<file path="src/design/u8d_pkg.sv">
// Shared types and constants for the UTF-8 to UTF-32 decoder.
`timescale 1ns / 1ps

package u8d_pkg;

   localparam int QueueDepth = 4;
   localparam int CodeWidth = 21;

   typedef enum logic [2:0] {
      StOk       = 3'd0,
      StBadLead  = 3'd1,
      StBadCont  = 3'd2,
      StOverlong = 3'd3,
      StTrunc    = 3'd4
   } status_type;

   typedef enum logic [2:0] {
      LeadAscii,
      LeadTwo,
      LeadThree,
      LeadFour,
      LeadBad
   } lead_type;

   typedef struct packed {
      lead_type   lead;
      logic       is_cont;
      logic [6:0] lead_bits;
      logic       lead_zero;
      logic [5:0] cont_bits;
      logic       cont_hi_zero2;
      logic       cont_hi_zero3;
      logic       last;
   } beat_type;

   typedef struct packed {
      logic [CodeWidth-1:0] code_point;
      status_type           status;
      logic                 last;
   } result_type;

endpackage

</file>
<file path="src/design/u8d_fifo.sv">
// Small first-in first-out queue used between the decoder stages and at its output.
`timescale 1ns / 1ps

module u8d_fifo
   import u8d_pkg::*;
#(
   parameter int DEPTH = QueueDepth,
   parameter int WIDTH = 8
) (
   input  logic             clock,
   input  logic             reset,
   input  logic             push,
   input  logic [WIDTH-1:0] push_data,
   output logic             full,
   input  logic             pop,
   output logic [WIDTH-1:0] pop_data,
   output logic             empty
);

   localparam int PtrW = (DEPTH > 1) ? $clog2(DEPTH) : 1;
   localparam int CountW = $clog2(DEPTH + 1);

   logic [WIDTH-1:0]  mem_ff [DEPTH];
   logic [PtrW-1:0]   wr_ptr_ff, wr_ptr_in;
   logic [PtrW-1:0]   rd_ptr_ff, rd_ptr_in;
   logic [CountW-1:0] count_ff, count_in;
   logic              do_push, do_pop;

   assign full = (count_ff == CountW'(DEPTH));
   assign empty = (count_ff == '0);
   assign do_push = push && !full;
   assign do_pop = pop && !empty;
   assign pop_data = mem_ff[rd_ptr_ff];

   always_comb begin
      wr_ptr_in = wr_ptr_ff;
      rd_ptr_in = rd_ptr_ff;
      count_in = count_ff;
      if (do_push) begin
         wr_ptr_in = (wr_ptr_ff == PtrW'(DEPTH - 1)) ? '0 : wr_ptr_ff + 1'b1;
      end
      if (do_pop) begin
         rd_ptr_in = (rd_ptr_ff == PtrW'(DEPTH - 1)) ? '0 : rd_ptr_ff + 1'b1;
      end
      if (do_push && !do_pop) begin
         count_in = count_ff + 1'b1;
      end else if (do_pop && !do_push) begin
         count_in = count_ff - 1'b1;
      end
   end

   always_ff @(posedge clock) begin
      if (reset) begin
         wr_ptr_ff <= '0;
         rd_ptr_ff <= '0;
         count_ff <= '0;
      end else begin
         wr_ptr_ff <= wr_ptr_in;
         rd_ptr_ff <= rd_ptr_in;
         count_ff <= count_in;
      end
   end

   always_ff @(posedge clock) begin
      if (do_push) begin
         mem_ff[wr_ptr_ff] <= push_data;
      end
   end

endmodule

</file>
<file path="src/design/u8d_front.sv">
// Front stage: classifies each incoming byte as a lead and as a continuation byte.
`timescale 1ns / 1ps

module u8d_front
   import u8d_pkg::*;
(
   input  logic [7:0] data_byte,
   input  logic       string_end,
   output beat_type   beat
);

   always_comb begin
      beat.lead = LeadBad;
      beat.lead_bits = '0;
      if (data_byte < 8'h80) begin
         beat.lead = LeadAscii;
         beat.lead_bits = data_byte[6:0];
      end else if (data_byte >= 8'hC2 && data_byte < 8'hE0) begin
         beat.lead = LeadTwo;
         beat.lead_bits = {2'b00, data_byte[4:0]};
      end else if (data_byte >= 8'hE0 && data_byte < 8'hF0) begin
         beat.lead = LeadThree;
         beat.lead_bits = {3'b000, data_byte[3:0]};
      end else if (data_byte >= 8'hF0 && data_byte < 8'hF8) begin
         beat.lead = LeadFour;
         beat.lead_bits = {4'b0000, data_byte[2:0]};
      end
      beat.lead_zero = (beat.lead_bits == '0);
      beat.is_cont = (data_byte[7:6] == 2'b10);
      beat.cont_bits = data_byte[5:0];
      beat.cont_hi_zero2 = !data_byte[5];
      beat.cont_hi_zero3 = (data_byte[5:4] == 2'b00);
      beat.last = string_end;
   end

endmodule

</file>
<file path="src/design/u8d_back.sv">
// Back stage: runs the sequence state and produces code points and error results.
`timescale 1ns / 1ps

module u8d_back
   import u8d_pkg::*;
(
   input  logic       clock,
   input  logic       reset,
   input  logic       in_empty,
   input  beat_type   in_beat,
   output logic       in_pop,
   input  logic       out_full,
   output logic       out_push,
   output result_type out_result
);

   logic [1:0]           bytes_left_ff, bytes_left_in;
   logic [1:0]           seq_length_ff, seq_length_in;
   logic [CodeWidth-1:0] code_accum_ff, code_accum_in;
   logic                 lead_zero_ff, lead_zero_in;
   logic                 overlong_ff, overlong_in;
   logic                 discarding_ff, discarding_in;
   logic [CodeWidth-1:0] shifted;
   logic [1:0]           left_dec;
   logic                 overlong_now;

   assign in_pop = !in_empty && !out_full;
   assign shifted = {code_accum_ff[CodeWidth-7:0], in_beat.cont_bits};
   assign left_dec = bytes_left_ff - 2'd1;
   assign overlong_now = overlong_ff ||
      ((bytes_left_ff == seq_length_ff) && lead_zero_ff &&
       ((seq_length_ff == 2'd2 && in_beat.cont_hi_zero2) ||
        (seq_length_ff == 2'd3 && in_beat.cont_hi_zero3)));

   always_comb begin
      bytes_left_in = bytes_left_ff;
      seq_length_in = seq_length_ff;
      code_accum_in = code_accum_ff;
      lead_zero_in = lead_zero_ff;
      overlong_in = overlong_ff;
      discarding_in = discarding_ff;
      out_push = 1'b0;
      out_result.code_point = '0;
      out_result.status = StOk;
      out_result.last = in_beat.last;

      if (in_pop) begin
         if (discarding_ff) begin
            if (in_beat.last) begin
               discarding_in = 1'b0;
            end
         end else if (bytes_left_ff == 2'd0) begin
            unique case (in_beat.lead)
               LeadAscii: begin
                  out_push = 1'b1;
                  out_result.code_point = CodeWidth'(in_beat.lead_bits);
               end
               LeadTwo, LeadThree, LeadFour: begin
                  seq_length_in = (in_beat.lead == LeadTwo) ? 2'd1 :
                                  (in_beat.lead == LeadThree) ? 2'd2 : 2'd3;
                  bytes_left_in = seq_length_in;
                  code_accum_in = CodeWidth'(in_beat.lead_bits);
                  lead_zero_in = (in_beat.lead != LeadTwo) && in_beat.lead_zero;
                  overlong_in = 1'b0;
                  if (in_beat.last) begin
                     out_push = 1'b1;
                     out_result.status = StTrunc;
                  end
               end
               default: begin
                  out_push = 1'b1;
                  out_result.status = StBadLead;
               end
            endcase
         end else if (!in_beat.is_cont) begin
            out_push = 1'b1;
            out_result.status = StBadCont;
         end else begin
            code_accum_in = shifted;
            bytes_left_in = left_dec;
            overlong_in = overlong_now;
            if (left_dec == 2'd0) begin
               out_push = 1'b1;
               if (overlong_now) begin
                  out_result.status = StOverlong;
               end else begin
                  out_result.code_point = shifted;
               end
            end else if (in_beat.last) begin
               out_push = 1'b1;
               out_result.status = StTrunc;
            end
         end

         // Any result ends the sequence; an error before the end flag skips the rest.
         if (out_push) begin
            bytes_left_in = '0;
            seq_length_in = '0;
            code_accum_in = '0;
            lead_zero_in = 1'b0;
            overlong_in = 1'b0;
            discarding_in = (out_result.status != StOk) && !in_beat.last;
         end
      end
   end

   always_ff @(posedge clock) begin
      if (reset) begin
         bytes_left_ff <= '0;
         seq_length_ff <= '0;
         code_accum_ff <= '0;
         lead_zero_ff <= 1'b0;
         overlong_ff <= 1'b0;
         discarding_ff <= 1'b0;
      end else begin
         bytes_left_ff <= bytes_left_in;
         seq_length_ff <= seq_length_in;
         code_accum_ff <= code_accum_in;
         lead_zero_ff <= lead_zero_in;
         overlong_ff <= overlong_in;
         discarding_ff <= discarding_in;
      end
   end

endmodule

</file>
<file path="src/design/utf8_to_utf32_decoder.sv">
// Top level of the UTF-8 to UTF-32 decoder.
`timescale 1ns / 1ps

// Takes one UTF-8 byte per beat and returns one result per completed character or
// per error, one beat per cycle sustained while the output queue has room. A byte
// is classified on entry and written to a queue of QUEUE_DEPTH entries; the
// decode stage takes one byte from it each cycle that it holds one and the output
// queue has room, and writes its result to an output queue of the same depth.
// The input side stalls only when both queues have filled behind a held pop.
// After the first error in a string the decoder returns one error result and
// drops the remaining bytes up to and including the one flagged as its end.

module utf8_to_utf32_decoder
   import u8d_pkg::*;
#(
   parameter int QUEUE_DEPTH = QueueDepth
) (
   input  logic                 clock,
   input  logic                 reset,
   input  logic                 req_push,
   output logic                 req_full,
   input  logic [7:0]           req_data_byte,
   input  logic                 req_string_end,
   output logic                 rsp_empty,
   input  logic                 rsp_pop,
   output logic [CodeWidth-1:0] rsp_code_point,
   output logic [2:0]           rsp_status,
   output logic                 rsp_last_of_string
);

   localparam int BeatW = $bits(beat_type);
   localparam int ResultW = $bits(result_type);

   beat_type   front_beat;
   beat_type   mid_beat;
   logic [BeatW-1:0] mid_bits;
   logic       mid_empty;
   logic       mid_pop;
   result_type back_result;
   result_type out_result;
   logic [ResultW-1:0] out_bits;
   logic       out_full;
   logic       out_push;

   u8d_front u_front (
      .data_byte  (req_data_byte),
      .string_end (req_string_end),
      .beat       (front_beat)
   );

   u8d_fifo #(
      .DEPTH (QUEUE_DEPTH),
      .WIDTH (BeatW)
   ) u_mid_queue (
      .clock     (clock),
      .reset     (reset),
      .push      (req_push),
      .push_data (front_beat),
      .full      (req_full),
      .pop       (mid_pop),
      .pop_data  (mid_bits),
      .empty     (mid_empty)
   );

   assign mid_beat = beat_type'(mid_bits);

   u8d_back u_back (
      .clock      (clock),
      .reset      (reset),
      .in_empty   (mid_empty),
      .in_beat    (mid_beat),
      .in_pop     (mid_pop),
      .out_full   (out_full),
      .out_push   (out_push),
      .out_result (back_result)
   );

   u8d_fifo #(
      .DEPTH (QUEUE_DEPTH),
      .WIDTH (ResultW)
   ) u_out_queue (
      .clock     (clock),
      .reset     (reset),
      .push      (out_push),
      .push_data (back_result),
      .full      (out_full),
      .pop       (rsp_pop),
      .pop_data  (out_bits),
      .empty     (rsp_empty)
   );

   assign out_result = result_type'(out_bits);
   assign rsp_code_point = out_result.code_point;
   assign rsp_status = out_result.status;
   assign rsp_last_of_string = out_result.last;

endmodule
</file>
<file path="config.mk">
export PLATFORM = sky130hd
export DESIGN_NAME = utf8_to_utf32_decoder
export DESIGN_NICKNAME = d
export VERILOG_FILES = /design/src/design/u8d_pkg.sv /design/src/design/u8d_fifo.sv /design/src/design/u8d_front.sv /design/src/design/u8d_back.sv /design/src/design/utf8_to_utf32_decoder.sv
export SDC_FILE = /design/constraint.sdc
export NUM_CORES = 1
export LEC_CHECK = 0
export BUFFER_PORTS_ARGS = -buffer_cell sky130_fd_sc_hd__buf_2
export CAP_MARGIN = 20
export CORE_MARGIN = 2
export CORE_UTILIZATION = 30
export CTS_CLUSTER_DIAMETER = 80
export DETAILED_ROUTE_END_ITERATION = 7
export GPL_ROUTABILITY_DRIVEN = 0
export PLACE_DENSITY = 0.53
export SYNTH_ARGS = -nofsm -noshare
export SYNTH_HDL_FRONTEND = slang
export SYNTH_SLANG_ARGS = --single-unit
</file>
<file path="constraint.sdc">
create_clock -name clock -period 6.6 [get_ports clock]
set_input_delay 0.66 -clock clock [delete_from_list [all_inputs] [get_ports clock]]
set_output_delay 0.66 -clock clock [all_outputs]
set_load 0.01 [all_outputs]
</file>
==> results of run 1 <==
==> synthesized netlist by cell type (all sizes together), types with 5 or more instances <==
| cell type | count |
|---|---|
| a21oi | 16 |
| and2 | 14 |
| and3 | 15 |
| buf | 6 |
| clkbuf | 18 |
| dfxtp | 40 |
| edfxtp | 184 |
| ha | 12 |
| inv | 18 |
| mux2i | 15 |
| mux4 | 45 |
| nand2 | 24 |
| nor2 | 22 |
| nor3 | 9 |
| nor3b | 5 |
| o211ai | 9 |
| o21ai | 7 |
| o31ai | 8 |
==> routing by layer <==
metal / track usage [%] / vias to the layer above / part of all wire (%)
li1: - / 2153 / -
met1: 14.56 / 2307 / 44
met2: 19.42 / 85 / 50
met3: 2.212 / 27 / 4.0
met4: 2.720 / 0 / 2.0
met5: 0 / - / 0
==> flip-flops by register name, summed over array words and instances (netlist names), 3 cells and up, named ones only <==
name and flops:
u_back.code_accum_ff 15, u_mid_queue.count_ff 3, u_mid_queue.mem_ff 84, u_out_queue.count_ff 3, u_out_queue.mem_ff 100
==> stage by stage <==
stage / power [uW] / util, %
after floorplan: 2842 / -
after global placement: 3232 / 32.57
after detailed placement: 3287 / 32.62
after CTS: 4580 / 35.21
after global routing: 4773 / 35.49
final: 4516 / 35.49
==> worst paths after layout <==
check,depth (start not counted),slack [ns],to,startpoint
worst max-delay path,11,2.67,u_out_queue.count_ff[2],flip-flop
worst min register to register,2,0.45,u_back.code_accum_ff[14],u_back.code_accum_ff[14]
worst min-delay path,1,0.39,u_mid_queue.mem_ff[0][0],req_string_end
worst max register to register,11,2.67,u_out_queue.count_ff[2],flip-flop
==> power groups by stage <==
stage / Sequential (uW) / Clock (uW) / Combinational (uW)
after floorplan: 1920 / 0 / 924
after global placement: 1990 / 0 / 1240
after detailed placement: 2010 / 0 / 1280
after CTS: 1980 / 1320 / 1280
after global routing: 2010 / 1380 / 1390
final: 1970 / 1280 / 1260
==> final cells by class <==
cell class	count	area [um2]
Fill cell	2798	19020
Sequential cell	224	6327
Clock inverter	16	152.6
Timing Repair Buffer	53	360.3
Multi-Input combinational cell	248	2456
Tap cell	390	488.0
Inverter	18	67.56
Clock buffer	27	611.8
==> worst max-delay path, delay by kind of cell, from the launching register on <==
kind / cells / cell delay [ns]
flip-flops: 1 / 1.03
adder cells (fa/ha/maj): 2 / 0.71
AO/OA/AOI/OAI: 2 / 0.60
multiplexers: 2 / 0.58
AND/OR/NAND/NOR: 2 / 0.50
buffers and inverters: 2 / 0.26
XOR/XNOR: 1 / 0.16
==> logic make-up after synthesis <==
group	share of synthesized area (%)
fa+ha+maj	2.126
xor+xnor	0.3916
flops	70.72
simple gates	6.239
buf+inv	1.888
compound gates	4.994
mux	13.64
==> qor.txt, run 1 <==
Worst-Margin Slew = 1.074 ns
Synth cell types = 53
Ports = 40
initial antenna violation count = 0
Sw Ratio = 30.88%
Yosys top cell by area = edfxtp_1
Flop pwr share = 43.7%
Psw = 1394 uW
Overflow after GRT = 0
DRC Markers = 0
Worst VDD drop = 187.7 uV
HPWL after detailed placement = 10,910 um
mapped cell area = 8945 um2
Clock Latency Late Sink = 0.52 ns
Mapped Cells = 514
RSZ-0062 raised after global routing = false
share of cells above drive strength 1 = 23.21%
detailed-route vias per instance = 4.684
DR vias = 4,572
drt wl/cell = 17.63 um
pwr/cell area = 431.5 nW/um2
placement row count = 63
Syn-to-layout area delta = 16.98%
Post-Layout Cell Count = 976
status = completed
Yosys reg bits = 224
# Max-Cap Violations = 0
Core ar. = 29,480 um2
Worst setup SP type = flip-flop
placed cell areas = 9617 um2
Slew headroom = 28.32%
PortBufs = 39
Routed Antenna Nets = 0
WP data arrival = 4.38 ns
fmax = 0.2546 GHz
first-pass GRT wire length = 27,290 um
Final Max Tran Viols = 0
Max Clock Skew = 0.02777 ns
total iterations of the first detailed-routing run = 4
Die Ht = 176.7 um
delay of the slowest cell on the worst path = 1.03 ns
Synth area leaders = edfxtp_1, mux4_2, dfxtp_1
Hold Slack = 0.3864 ns
leakage power = 0.003567 uW
Starting Density = 30.34%
worst setup path category = flip-flop to flip-flop
Synthesis Warnings = 0
commonest non-fill, non-tap cell in the layout = edfxtp_1
Num CTS Buffers = 24
CP Data Required Time = 7.05 ns
final setup violation count = 0
sequential area share after synthesis = 70.72%
endpoints failing hold = 0
setup ws final = 2.672 ns
most frequent cells in the layout = edfxtp_1, dfxtp_1, buf_2, mux4_2
Post-CTS Resized = 0
CTS root buf = clkbuf_16
ANT cells = 0
Gate power share = 27.8%
fin area = 10,460 um2
Post-Syn Nets = 541
Post-synth EDFFs = 184
clock share of power = 28.4%
final worst-path cycle share = 59.51%
crit path cell chain = mux2i_1, mux2_2, inv_1, nor3b_2, a311oi_4, ha_1, inv_1, fa_1, xor2_1, or3_1, a21oi_1
DR iter-0 viols = 327
Async SR Flop Fraction = 0%
Worst setup EP type = flip-flop
Worst Hold Class = input port to flip-flop
CTS Sinks = 224
DIE AREA = 31,210 um2
Placed Cells incl. Taps = 929
Primary FF master, synth = edfxtp_1
setup_tns = 0 ns
syn avg cell area = 17.40 um2
vias in the first global route = 4,941
Max H-tree Level = 1
Post-Route WL = 17,210 um
Synth top area share = 61.77%
CTS Hold Bufs = 0
Total GRT Usage = 11.24%
Pint = 3121 uW
Clock Path Buffers = 3
crit path max fanout = 22
Crit-path slowest cell = dfxtp_1
Final Net Count = 596
largest net degree at the start of global routing = 28
dpl ws = 2.669 ns
crit-path most repeated cell = inv_1
setup bufs post-CTS = 0
Final Critical Period = 3.928 ns
chip width = 176.7 um
Worst-path clk slew = 0.06 ns
CTS tree = yes
Power figures use the tool's default switching activity.
==> inputs of run 2 (changes only) <==
--- a/config.mk
+++ b/config.mk
@@ -12,7 +12,7 @@
 export CTS_CLUSTER_DIAMETER = 80
 export DETAILED_ROUTE_END_ITERATION = 7
 export GPL_ROUTABILITY_DRIVEN = 0
-export PLACE_DENSITY = 0.53
+export PLACE_DENSITY = 0.54
 export SYNTH_ARGS = -nofsm -noshare
 export SYNTH_HDL_FRONTEND = slang
 export SYNTH_SLANG_ARGS = --single-unit
==> constraint.sdc (replaced) <==
create_clock -name clock -period 3.55 [get_ports clock]
set_input_delay 0.355 -clock clock [delete_from_list [all_inputs] [get_ports clock]]
set_output_delay 0.355 -clock clock [all_outputs]
set_load 0.01 [all_outputs]
==> qor.txt, run 2 (synthesis results as in run 1) <==
status = completed
Seq. cell area = 6327 um2
CTS tree = yes
total iterations of the first detailed-routing run = 4
setup bufs post-CTS = 0
Post-Route WL = 17,310 um
Final Critical Period = 3.204 ns
dpl ws = 0.3533 ns
commonest non-fill, non-tap cell in the layout = edfxtp_1
HPWL after detailed placement = 11,140 um
Bufs and invs on worst path = 1
Slew headroom = 33.70%
CP Data Required Time = 3.98 ns
register with the most flip-flops = u_out_queue.mem_ff
fmax = 0.3121 GHz
Worst-path clk slew = 0.06 ns
fill count = 2,800
DIE AREA = 31,210 um2
crit path max fanout = 14
Num CTS Buffers = 25
final setup violation count = 0
Clock Path Buffers = 3
detailed-route vias per instance = 4.719
endpoints failing hold = 0
CTS Hold Bufs = 0
final worst-path cycle share = 90.25%
area of the multi-input gates = 2456 um2
setup_tns = 0 ns
setup slack on the worst flop-to-flop path = 0.35 ns
first-pass GRT wire length = 27,410 um
Max H-tree Level = 1
Worst Hold Class = input port to flip-flop
Syn-to-layout area delta = 16.20%
most frequent cells in the layout = edfxtp_1, dfxtp_1, buf_2, mux4_2, clkbuf_16
Overflow after GRT = 0
crit path cell chain = mux4_1, nor3b_2, a311oi_4, ha_1, inv_1, fa_1, xor2_1, or3_1, a21oi_1
total power = 8328 uW
share of cells above drive strength 1 = 22.64%
ANT cells = 0
DRC Markers = 0
drt wl/cell = 17.62 um
leakage power = 0.003526 uW
DR vias = 4,634
WP data arrival = 3.64 ns
DR iter-0 viols = 341
Core ar. = 29,480 um2
setup ws final = 0.3461 ns
Placed Cells incl. Taps = 935
biggest regs = u_out_queue.mem_ff x100, u_mid_queue.mem_ff x84, u_back.code_accum_ff x15
placement row count = 63
Die Ht = 176.7 um
Starting Density = 30.34%
Final Net Count = 600
Worst VDD drop = 370.6 uV
chip width = 176.7 um
Post-Layout Cell Count = 982
Clock Latency Late Sink = 0.51 ns
Ports = 40
Worst-Margin Slew = 0.9901 ns
initial antenna violation count = 0
delay of the slowest cell on the worst path = 0.68 ns
# Max-Cap Violations = 0
Total GRT Usage = 11.23%
Crit-path slowest cell = mux4_1
vias in the first global route = 4,874
Worst setup EP type = flip-flop
Post-CTS Resized = 0
final core utilization = 35.26%
Worst setup SP type = flip-flop
Routed Antenna Nets = 0
Final Max Tran Viols = 0
crit-path leading delay family = multiplexers
RSZ-0062 raised after global routing = false
Max Clock Skew = 0.006921 ns
CTS Sinks = 224
PortBufs = 39
largest net degree at the start of global routing = 28
CTS root buf = clkbuf_16
worst setup path category = flip-flop to flip-flop
Largest register FFs = 100
pwr/cell area = 801.2 nW/um2
-- run 2: changes by cell type in the layout (fill, tap and decap cells not counted), moves of 2 or more --
cell       previous run  this run
buf_8                 2         0
clkbuf_4              0         2
buf_16                2         0
clkinv_2              8         2
buf_4                 9        16
bufinv_16             2         0
clkbuf_1              3        11
-- run 2: layout make-up --
cell class                 instances  area share, %
sequential                       224          60.88
multi-input combinational        248          23.63
clock buffer                      39          6.693
tap                              390          4.695
timing repair buffer              56          3.082
inverter                          18         0.6501
clock inverter                     7         0.3732
-- run 2: path summary, 6_finish.rpt --
| kind | cells past startpoint | from | endpoint |
|---|---|---|---|
| setup / recovery | 9 | flip-flop | u_out_queue.count_ff[2] |
| hold / removal | 1 | req_string_end | u_mid_queue.mem_ff[0][0] |
| setup reg to reg | 9 | flip-flop | u_out_queue.count_ff[2] |
| hold reg to reg | 2 | u_back.code_accum_ff[13] | u_back.code_accum_ff[13] |
-- run 2: power breakdown --
part,total (uW),internal [uW],switching [uW]
clock network,2300,1340,960
logic,2370,1020,1350
registers,3650,3400,249
-- run 2: metrics by stage --
stage / hold slack (ns) / cell area, um2
final: 0.06992 / 10390
after global routing: 0.06620 / 10390
after CTS: 0.04518 / 10390
after detailed placement: 0.4402 / 9654
after global placement: 0.4370 / 9654
after floorplan: 0.4244 / 8945
-- run 2: per-layer routing --
metal / GRT usage (%) / share of wire, % / up-vias / wire length, um
met3: 2.341 / 4.8 / 25 / 839
met4: 2.410 / 2.0 / 0 / 340
li1: - / - / 2148 / -
met5: 0 / 0 / - / 0
met1: 14.26 / 43 / 2353 / 7481
met2: 19.78 / 50 / 108 / 8644
